**src/design/token_scanner_core_macros.svh**
```systemverilog
// ----------------------------------------------------------------------------
// token_scanner_core_macros
// Assertion macros used by the token scanner RTL.
// ----------------------------------------------------------------------------
`ifndef TOKEN_SCANNER_CORE_MACROS_SVH
`define TOKEN_SCANNER_CORE_MACROS_SVH

// check a condition in the same cycle, outside reset
`define TSC_ASSERT_NOW(label, clk, rst_n, ante, cons) \
  label: assert property (@(posedge clk) disable iff (!(rst_n)) (ante) |-> (cons)) \
    else $error("token scanner check failed");

// check a condition in the next cycle, outside reset
`define TSC_ASSERT_NEXT(label, clk, rst_n, ante, cons) \
  label: assert property (@(posedge clk) disable iff (!(rst_n)) (ante) |=> (cons)) \
    else $error("token scanner check failed");

`endif

```
**src/design/tsc_pkg.sv**
```systemverilog
// ----------------------------------------------------------------------------
// tsc_pkg
// Types, character codes and helpers for the token scanner.
// ----------------------------------------------------------------------------
`timescale 1ns / 1ps
`default_nettype none

package tsc_pkg;

  localparam int unsigned CountWidthDefault = 8;
  localparam int unsigned OutCountWidth     = 8;

  localparam logic [7:0] CH_NUL   = 8'h00;
  localparam logic [7:0] CH_SPACE = 8'h20;
  localparam logic [7:0] CH_QUOTE = 8'h22;
  localparam logic [7:0] CH_LPAR  = 8'h28;
  localparam logic [7:0] CH_RPAR  = 8'h29;
  localparam logic [7:0] CH_COMMA = 8'h2C;

  typedef enum logic [1:0] {
    PH_IDLE = 2'd0,
    PH_SKIP = 2'd1,
    PH_TERM = 2'd2,
    PH_BODY = 2'd3
  } phase_e;

  typedef enum logic [1:0] {
    ST_FOUND  = 2'd0,
    ST_NONE   = 2'd1,
    ST_UNTERM = 2'd2
  } status_e;

  function automatic logic is_term(input logic [7:0] c);
    is_term = (c == CH_SPACE) || (c == CH_LPAR) || (c == CH_RPAR) || (c == CH_COMMA);
  endfunction

endpackage

`default_nettype wire

```
**src/design/tsc_intf.sv**
```systemverilog
// ----------------------------------------------------------------------------
// tsc_intf
// Valid/ready channels for character beats and scan result beats.
// ----------------------------------------------------------------------------
`timescale 1ns / 1ps
`default_nettype none

interface tsc_in_if
  import tsc_pkg::*;
();
  logic       valid;
  logic       ready;
  logic [7:0] ch;
  logic       first;

  modport source (output valid, ch, first, input ready);
  modport sink   (input valid, ch, first, output ready);
endinterface

interface tsc_out_if
  import tsc_pkg::*;
();
  logic                     valid;
  logic                     ready;
  status_e                  status;
  logic [OutCountWidth-1:0] skip_count;
  logic [OutCountWidth-1:0] token_length;

  modport source (output valid, status, skip_count, token_length, input ready);
  modport sink   (input valid, status, skip_count, token_length, output ready);
endinterface

`default_nettype wire

```
**src/design/token_scanner_core.sv**
```systemverilog
// ----------------------------------------------------------------------------
// token_scanner_core
// Streaming token finder: one character beat per cycle unless a held result
// beat stalls input; one result beat per scan, once the token is decided.
// ----------------------------------------------------------------------------
// A character beat is taken every cycle while the result register is empty
// or being drained; a scan starts at a beat with first set. The scan state
// (phase, quote flag, space and length counters) updates in the cycle the
// beat is taken, and the result of the deciding character appears in the
// result register on the next cycle. The sustained rate is one character per
// cycle unless a held result stalls input, set by the single state update.
// Counters saturate at 2**COUNT_WIDTH - 1 and report their low 8 bits.
`timescale 1ns / 1ps
`default_nettype none

`include "token_scanner_core_macros.svh"

module token_scanner_core
  import tsc_pkg::*;
#(
  parameter int unsigned COUNT_WIDTH = CountWidthDefault
) (
  input  wire          clk_i,
  input  wire          rst_ni,
  tsc_in_if.sink       in_i,
  tsc_out_if.source    out_o
);

  localparam logic [COUNT_WIDTH-1:0] CountMax = {COUNT_WIDTH{1'b1}};

  phase_e                   phase_q, phase_d;
  logic                     quote_q, quote_d;
  logic [COUNT_WIDTH-1:0]   spaces_q, spaces_d;
  logic [COUNT_WIDTH-1:0]   len_q, len_d;

  logic                     out_valid_q;
  status_e                  status_q, status_d;
  logic [OutCountWidth-1:0] skip_q, skip_d;
  logic [OutCountWidth-1:0] tlen_q, tlen_d;

  logic                     in_ready;
  logic                     in_acc;
  logic                     res_emit;
  logic                     res_load;

  phase_e                   ph;
  logic                     qt;
  logic [COUNT_WIDTH-1:0]   sp;
  logic [COUNT_WIDTH-1:0]   ln;
  logic [COUNT_WIDTH-1:0]   emit_len;
  logic [COUNT_WIDTH+OutCountWidth-1:0] sp_ext;
  logic [COUNT_WIDTH+OutCountWidth-1:0] ln_ext;

  assign in_ready   = !out_valid_q || out_o.ready;
  assign in_i.ready = in_ready;
  assign in_acc     = in_i.valid && in_ready;
  assign res_load   = in_acc && res_emit;

  always_comb begin
    ph = in_i.first ? PH_SKIP : phase_q;
    qt = in_i.first ? 1'b0 : quote_q;
    sp = in_i.first ? '0 : spaces_q;
    ln = in_i.first ? '0 : len_q;

    phase_d  = ph;
    quote_d  = qt;
    spaces_d = sp;
    len_d    = ln;
    res_emit = 1'b0;
    status_d = ST_FOUND;
    emit_len = '0;

    unique case (ph)
      PH_SKIP: begin
        if (in_i.ch == CH_SPACE) begin
          spaces_d = (sp == CountMax) ? sp : sp + 1'b1;
        end else if (in_i.ch == CH_NUL) begin
          res_emit = 1'b1;
          status_d = ST_NONE;
        end else if (is_term(in_i.ch)) begin
          phase_d = PH_TERM;
        end else begin
          len_d   = {{(COUNT_WIDTH-1){1'b0}}, 1'b1};
          quote_d = (in_i.ch == CH_QUOTE);
          phase_d = PH_BODY;
        end
      end
      PH_TERM: begin
        res_emit = 1'b1;
        emit_len = (is_term(in_i.ch) && in_i.ch != CH_SPACE) ? COUNT_WIDTH'(2) :
                                                               COUNT_WIDTH'(1);
      end
      PH_BODY: begin
        if (in_i.ch == CH_NUL) begin
          res_emit = 1'b1;
          status_d = qt ? ST_UNTERM : ST_FOUND;
          emit_len = ln;
        end else if (is_term(in_i.ch) && !qt) begin
          res_emit = 1'b1;
          emit_len = ln;
        end else begin
          if (in_i.ch == CH_QUOTE) begin
            quote_d = !qt;
          end
          len_d = (ln == CountMax) ? ln : ln + 1'b1;
        end
      end
      PH_IDLE: begin
        phase_d = PH_IDLE;
      end
      default: begin
        phase_d = PH_IDLE;
      end
    endcase

    if (res_emit) begin
      phase_d = PH_IDLE;
    end

    sp_ext = {{OutCountWidth{1'b0}}, sp};
    ln_ext = {{OutCountWidth{1'b0}}, emit_len};
    skip_d = sp_ext[OutCountWidth-1:0];
    tlen_d = ln_ext[OutCountWidth-1:0];
  end

  always_ff @(posedge clk_i or negedge rst_ni) begin
    if (!rst_ni) begin
      phase_q  <= PH_IDLE;
      quote_q  <= 1'b0;
      spaces_q <= '0;
      len_q    <= '0;
    end else if (in_acc) begin
      phase_q  <= phase_d;
      quote_q  <= quote_d;
      spaces_q <= spaces_d;
      len_q    <= len_d;
    end
  end

  // hold the result beat until taken
  always_ff @(posedge clk_i or negedge rst_ni) begin
    if (!rst_ni) begin
      out_valid_q <= 1'b0;
    end else if (in_ready) begin
      out_valid_q <= res_load;
    end
  end

  always_ff @(posedge clk_i) begin
    if (res_load) begin
      status_q <= status_d;
      skip_q   <= skip_d;
      tlen_q   <= tlen_d;
    end
  end

  assign out_o.valid        = out_valid_q;
  assign out_o.status       = status_q;
  assign out_o.skip_count   = skip_q;
  assign out_o.token_length = tlen_q;

  `TSC_ASSERT_NEXT(a_load_shows_beat, clk_i, rst_ni, res_load, out_valid_q)
  `TSC_ASSERT_NEXT(a_emit_goes_idle, clk_i, rst_ni, res_load, phase_q == PH_IDLE)
  `TSC_ASSERT_NEXT(a_idle_stays_idle, clk_i, rst_ni,
                   in_acc && !in_i.first && phase_q == PH_IDLE,
                   phase_q == PH_IDLE && !out_valid_q)
  `TSC_ASSERT_NOW(a_stall_blocks_input, clk_i, rst_ni,
                  out_valid_q && !out_o.ready, !in_i.ready)

endmodule

`default_nettype wire
```
**src/flat_wrapper.sv**
```systemverilog
// flat-port wrapper written by rule: the top's interface ports become plain ports
module token_scanner_core_flat import tsc_pkg::*;
#(
  parameter int unsigned COUNT_WIDTH = CountWidthDefault
)
  (clk_i, rst_ni, in_i_valid, in_i_ch, in_i_first, in_i_ready, out_o_valid, out_o_status, out_o_skip_count, out_o_token_length, out_o_ready);
  tsc_in_if in_i_i ();
  tsc_out_if out_o_i ();
  input  wire clk_i;
  input  wire rst_ni;
  input wire logic [$bits(in_i_i.valid)-1:0] in_i_valid;
  input wire logic [$bits(in_i_i.ch)-1:0] in_i_ch;
  input wire logic [$bits(in_i_i.first)-1:0] in_i_first;
  output wire logic [$bits(in_i_i.ready)-1:0] in_i_ready;
  output wire logic [$bits(out_o_i.valid)-1:0] out_o_valid;
  output wire logic [$bits(out_o_i.status)-1:0] out_o_status;
  output wire logic [$bits(out_o_i.skip_count)-1:0] out_o_skip_count;
  output wire logic [$bits(out_o_i.token_length)-1:0] out_o_token_length;
  input wire logic [$bits(out_o_i.ready)-1:0] out_o_ready;
  assign in_i_i.valid = in_i_valid;
  assign in_i_i.ch = in_i_ch;
  assign in_i_i.first = in_i_first;
  assign in_i_ready = in_i_i.ready;
  assign out_o_valid = out_o_i.valid;
  assign out_o_status = out_o_i.status;
  assign out_o_skip_count = out_o_i.skip_count;
  assign out_o_token_length = out_o_i.token_length;
  assign out_o_i.ready = out_o_ready;
  token_scanner_core #(.COUNT_WIDTH(COUNT_WIDTH)) u_core (.clk_i(clk_i), .rst_ni(rst_ni), .in_i(in_i_i), .out_o(out_o_i));
endmodule
```
**config.mk**
```make
export PLATFORM = sky130hd
export DESIGN_NAME = token_scanner_core_flat
export DESIGN_NICKNAME = d
export VERILOG_FILES = /design/src/design/tsc_pkg.sv /design/src/design/tsc_intf.sv /design/src/design/token_scanner_core.sv /design/src/flat_wrapper.sv
export VERILOG_INCLUDE_DIRS = /design/src /design/src/design
export SDC_FILE = /design/constraint.sdc
export NUM_CORES = 1
export LEC_CHECK = 0
export ABC_AREA = 1
export BUFFER_PORTS_ARGS = -buffer_cell sky130_fd_sc_hd__buf_2
export CORE_ASPECT_RATIO = 1.25
export CORE_MARGIN = 3
export CORE_UTILIZATION = 50
export CTS_BUF_LIST = sky130_fd_sc_hd__clkbuf_4
export CTS_CLUSTER_SIZE = 10
export DETAILED_ROUTE_END_ITERATION = 8
export PLACE_DENSITY = 0.74
export REMOVE_ABC_BUFFERS = 1
export SYNTH_ARGS = -nofsm -noshare
export SYNTH_HDL_FRONTEND = slang
export SYNTH_SLANG_ARGS = --single-unit
```
**constraint.sdc**
```tcl
create_clock -name clk_i -period 1.6 [get_ports clk_i]
set_input_delay 0.08 -clock clk_i [delete_from_list [all_inputs] [get_ports clk_i]]
set_output_delay 0.08 -clock clk_i [all_outputs]
set_load 0.1 [all_outputs]
```
==> flow_metrics.env <==
export IMPL_netlist_area_sq_um=2450
export IMPL_crit_path_start_kind="flip-flop"
export IMPL_layout_common_cells="nand2_1, inv_1, buf_4"
export IMPL_arrival_ns=1.88
export IMPL_syn_area_per_cell_sq_um=8.25
export IMPL_worstPathCellList="inv_2 > nor2_4 > ha_4 > nand2_4 > nor2_4 > nand3_4 > nand4_4 > buf_4 > o21ai_1 > nand2_1 > a21oi_2"
export IMPL_hold_class="in -> reg"
export IMPL_grt_pass1_wl_mm=9.47
export IMPL_layout_drive_gt1_share=0.385
export IMPL_dieArea_sq_um=5780
export IMPL_critPathTopFamily="simple AND/OR/NAND/NOR gates"
export IMPL_h_tree_depth=2
export IMPL_ant_nets=0
export IMPL_place_hpwl_mm=4.36
export IMPL_dpl_cell_count=412
export IMPL_clock_sinks=38
export IMPL_cap_violations=0
export IMPL_syn_inst=297
export IMPL_worst_slack_ns=-0.0366
export IMPL_setup_viol=5
export IMPL_final_common_cell="nand2_1"
export IMPL_grt_start_max_net_pins=21
export IMPL_syn2layout_area_growth_pct=29.8
export IMPL_die_x_um=68.6
export IMPL_violations="negative setup slack"
export IMPL_p_leak_nw=1.51
export IMPL_crit_top_cell="nor2_4"
export IMPL_first_iter_violations=191
export IMPL_run_status="finished, violations left"
export IMPL_ys_ff_latch=38
export IMPL_cts_buffer_depth=2
export IMPL_dr_pass1_iters=4
export IMPL_irDropWorstVdd_uv=622
export IMPL_finalHoldViolCount=0
export IMPL_die_h_um=84.3
export IMPL_cts_root_buf="clkbuf_4"
export IMPL_place_gp_congestion=0.951
export IMPL_path_buf_inv=2
export IMPL_path_clk_slew_ns=0.11
export IMPL_synth_edff_count=18
export IMPL_worst_pin_slew_ns=0.503
export IMPL_p_switching_w=0.00133
export IMPL_fin_nets=388
export IMPL_power_share_sequential=0.415
export IMPL_synthArstFlopShare=0.526
export IMPL_worstSetupPathType="reg -> reg"
export IMPL_antenna_found_initial=0
export IMPL_regArea_sq_um=1040
export IMPL_yosysSeqAreaShare=0.425
export IMPL_io_pins=33
export IMPL_holdWs_ns=0.168
export IMPL_power_density_nw_per_um2=977
export IMPL_diodes=0
export IMPL_port_buffers=32
export IMPL_routed_wl_mm=6.09
export IMPL_fmax_mhz=611
export IMPL_ys_types=37
export IMPL_grtUsageTotal=0.213
export IMPL_drv_slew=0
export IMPL_fin_crit_ns=1.64
export IMPL_initial_core_util=0.537
export IMPL_p_clk_frac=0.162
export IMPL_synthFlopType="dfrtp_1"
export IMPL_drc=0
export IMPL_max_slew_margin=0.665
export IMPL_worstPathRequired_ns=1.84
export IMPL_place_ws_ns=-0.130
export IMPL_vias_per_cell=5.24
export IMPL_grt_pass1_vias=2162
export IMPL_max_stage_delay_ns=0.38
export IMPL_route_vias_total=2263
export IMPL_yosysWarnings=0
export IMPL_n_fill_cell=359
export IMPL_fin_cells=432
export IMPL_clock_skew_ns=0.00985
export IMPL_cts_tree="done"
export IMPL_core_area_sq_um=4560
export IMPL_crit_slowest_cell="dfrtp_1"
export IMPL_clock_latency_ns=0.34
export IMPL_endpoint_kind="flip-flop"
export IMPL_pwr_share_comb=0.423
export IMPL_cts_buffers=5
export IMPL_multi_input_area_sq_um=1320
export IMPL_fp_row_count=27
export IMPL_setup_tns_ns=-0.0980
export IMPL_post_drt_wl_per_cell_um=14.1
export IMPL_grt_setup_unrepaired="yes"
export IMPL_overflow=0
export IMPL_path_max_fanout=6
export IMPL_switching_share=0.428
export IMPL_intPower_w=0.00178
export IMPL_final_util=0.697
export IMPL_finalCritPeriodShare=1.02
==> cell type report <==
cell class | instances | area share
clock buffer | 6 | 0.0142
clock inverter | 2 | 0.00275
inverter | 56 | 0.0661
multi-input combinational | 200 | 0.415
sequential | 38 | 0.328
tap | 58 | 0.0228
timing repair buffer | 72 | 0.151
==> sequential cells by signal, summed over array words and instances, names as in the netlist <==
| signal | count |
|---|---|
| u_core.out_o.status | 2 |
| u_core.len_q | 8 |
| u_core.out_o.skip_count | 8 |
| u_core.quote_q | 1 |
| u_core.out_o.token_length | 8 |
| u_core.out_o.valid | 1 |
| u_core.phase_q | 2 |
| u_core.spaces_q | 8 |
==> per-stage QoR <==
stage | total power, W | area, sq um
floorplan | 0.00211 | 2420
global placement | 0.00243 | 2880
detailed placement | 0.00245 | 2880
CTS | 0.00299 | 3000
global route | 0.00327 | 3180
finish | 0.00311 | 3180
==> Yosys cell counts (2+ instances only) <==
cell type  instances  area share
o22ai_1            3      0.0077
nand2_4            4       0.018
nand3b_1           2      0.0061
nor2_2             6       0.015
xor2_1             4       0.014
ha_1               2       0.010
nor2_8             3       0.025
nand2_1           65        0.10
dfrtp_1           20        0.20
inv_1             46       0.070
nand4_1            4       0.010
nor2_1            30       0.046
a21oi_1            7       0.014
nand3_4            2       0.014
nor2_4             8       0.037
nand3_1           16       0.033
nand2_2            6       0.015
buf_6              2      0.0092
nand3_2            3       0.012
xnor2_1            2      0.0072
nor3_2             2      0.0082
nor3_1             3      0.0061
inv_2             10       0.015
o21ai_0            7       0.014
a21boi_1           3      0.0092
o21ai_1            9       0.018
edfxtp_1          18        0.22
==> final timing paths <==
check	startpoint	endpoint	slack (ns)	cells after the start
min in group asynchronous	rst_ni	u_core.spaces_q[3]$_DFFE_PN0P_	0.22	2
min	in_i_ch[1]	u_core.quote_q$_DFFE_PN0P_	0.17	4
max reg2reg	u_core.len_q[0]$_DFFE_PN0P_	u_core.len_q[5]$_DFFE_PN0P_	-0.04	11
max in group asynchronous	rst_ni	u_core.phase_q[0]$_DFFE_PN0P_	1.02	2
min reg2reg	u_core.len_q[0]$_DFFE_PN0P_	u_core.len_q[0]$_DFFE_PN0P_	0.52	2
max	u_core.len_q[0]$_DFFE_PN0P_	u_core.len_q[5]$_DFFE_PN0P_	-0.04	11
==> power groups by stage <==
stage          sequential (W)  clock (W)  combinational, W
3_5_place_dp          0.00129          0           0.00116
5_1_grt               0.00130   0.000544           0.00142
2_1_floorplan         0.00155          0          0.000563
4_1_cts               0.00127   0.000508           0.00120
3_3_place_gp          0.00129          0           0.00114
6_report              0.00129   0.000505           0.00131
==> tightest hold or removal path: cells and delay by family <==
family,cells,cell delay [ns]
simple gates,2,0.19
compound gates,1,0.07
buf+inv,1,0.13
==> per-layer routing <==
| layer | vias to the layer above | track usage | share of wire |
|---|---|---|---|
| li1 | 1103 | - | - |
| met5 | - | 0 | 0 |
| met1 | 1049 | 0.236 | 0.36 |
| met3 | 23 | 0.0375 | 0.056 |
| met4 | 0 | 0.0868 | 0.032 |
| met2 | 88 | 0.382 | 0.55 |
==> kinds of logic (layout without fill, tap and decap cells) <==
| group | count (synthesis) | in the layout | share of synthesized area |
|---|---|---|---|
| AND/OR/NAND/NOR | 156 | 156 | 0.360 |
| buffers and inverters | 59 | 136 | 0.0965 |
| flip-flops | 38 | 38 | 0.425 |
| AO/OA/AOI/OAI | 36 | 36 | 0.0873 |
| XOR/XNOR | 6 | 6 | 0.0215 |
| adder cells (fa/ha/maj) | 2 | 2 | 0.0102 |
==> repair_timing <==
item | CTS | global route
setup endpoints to repair | 29 | 35
endpoints found under the hold margin | 21 | 0
buffers inserted | 1 | 9
pin swaps | 6 | 18
hold buffers | 2 | 0
gates resized for setup | 11 | 28
Power figures use the tool's default switching activity.
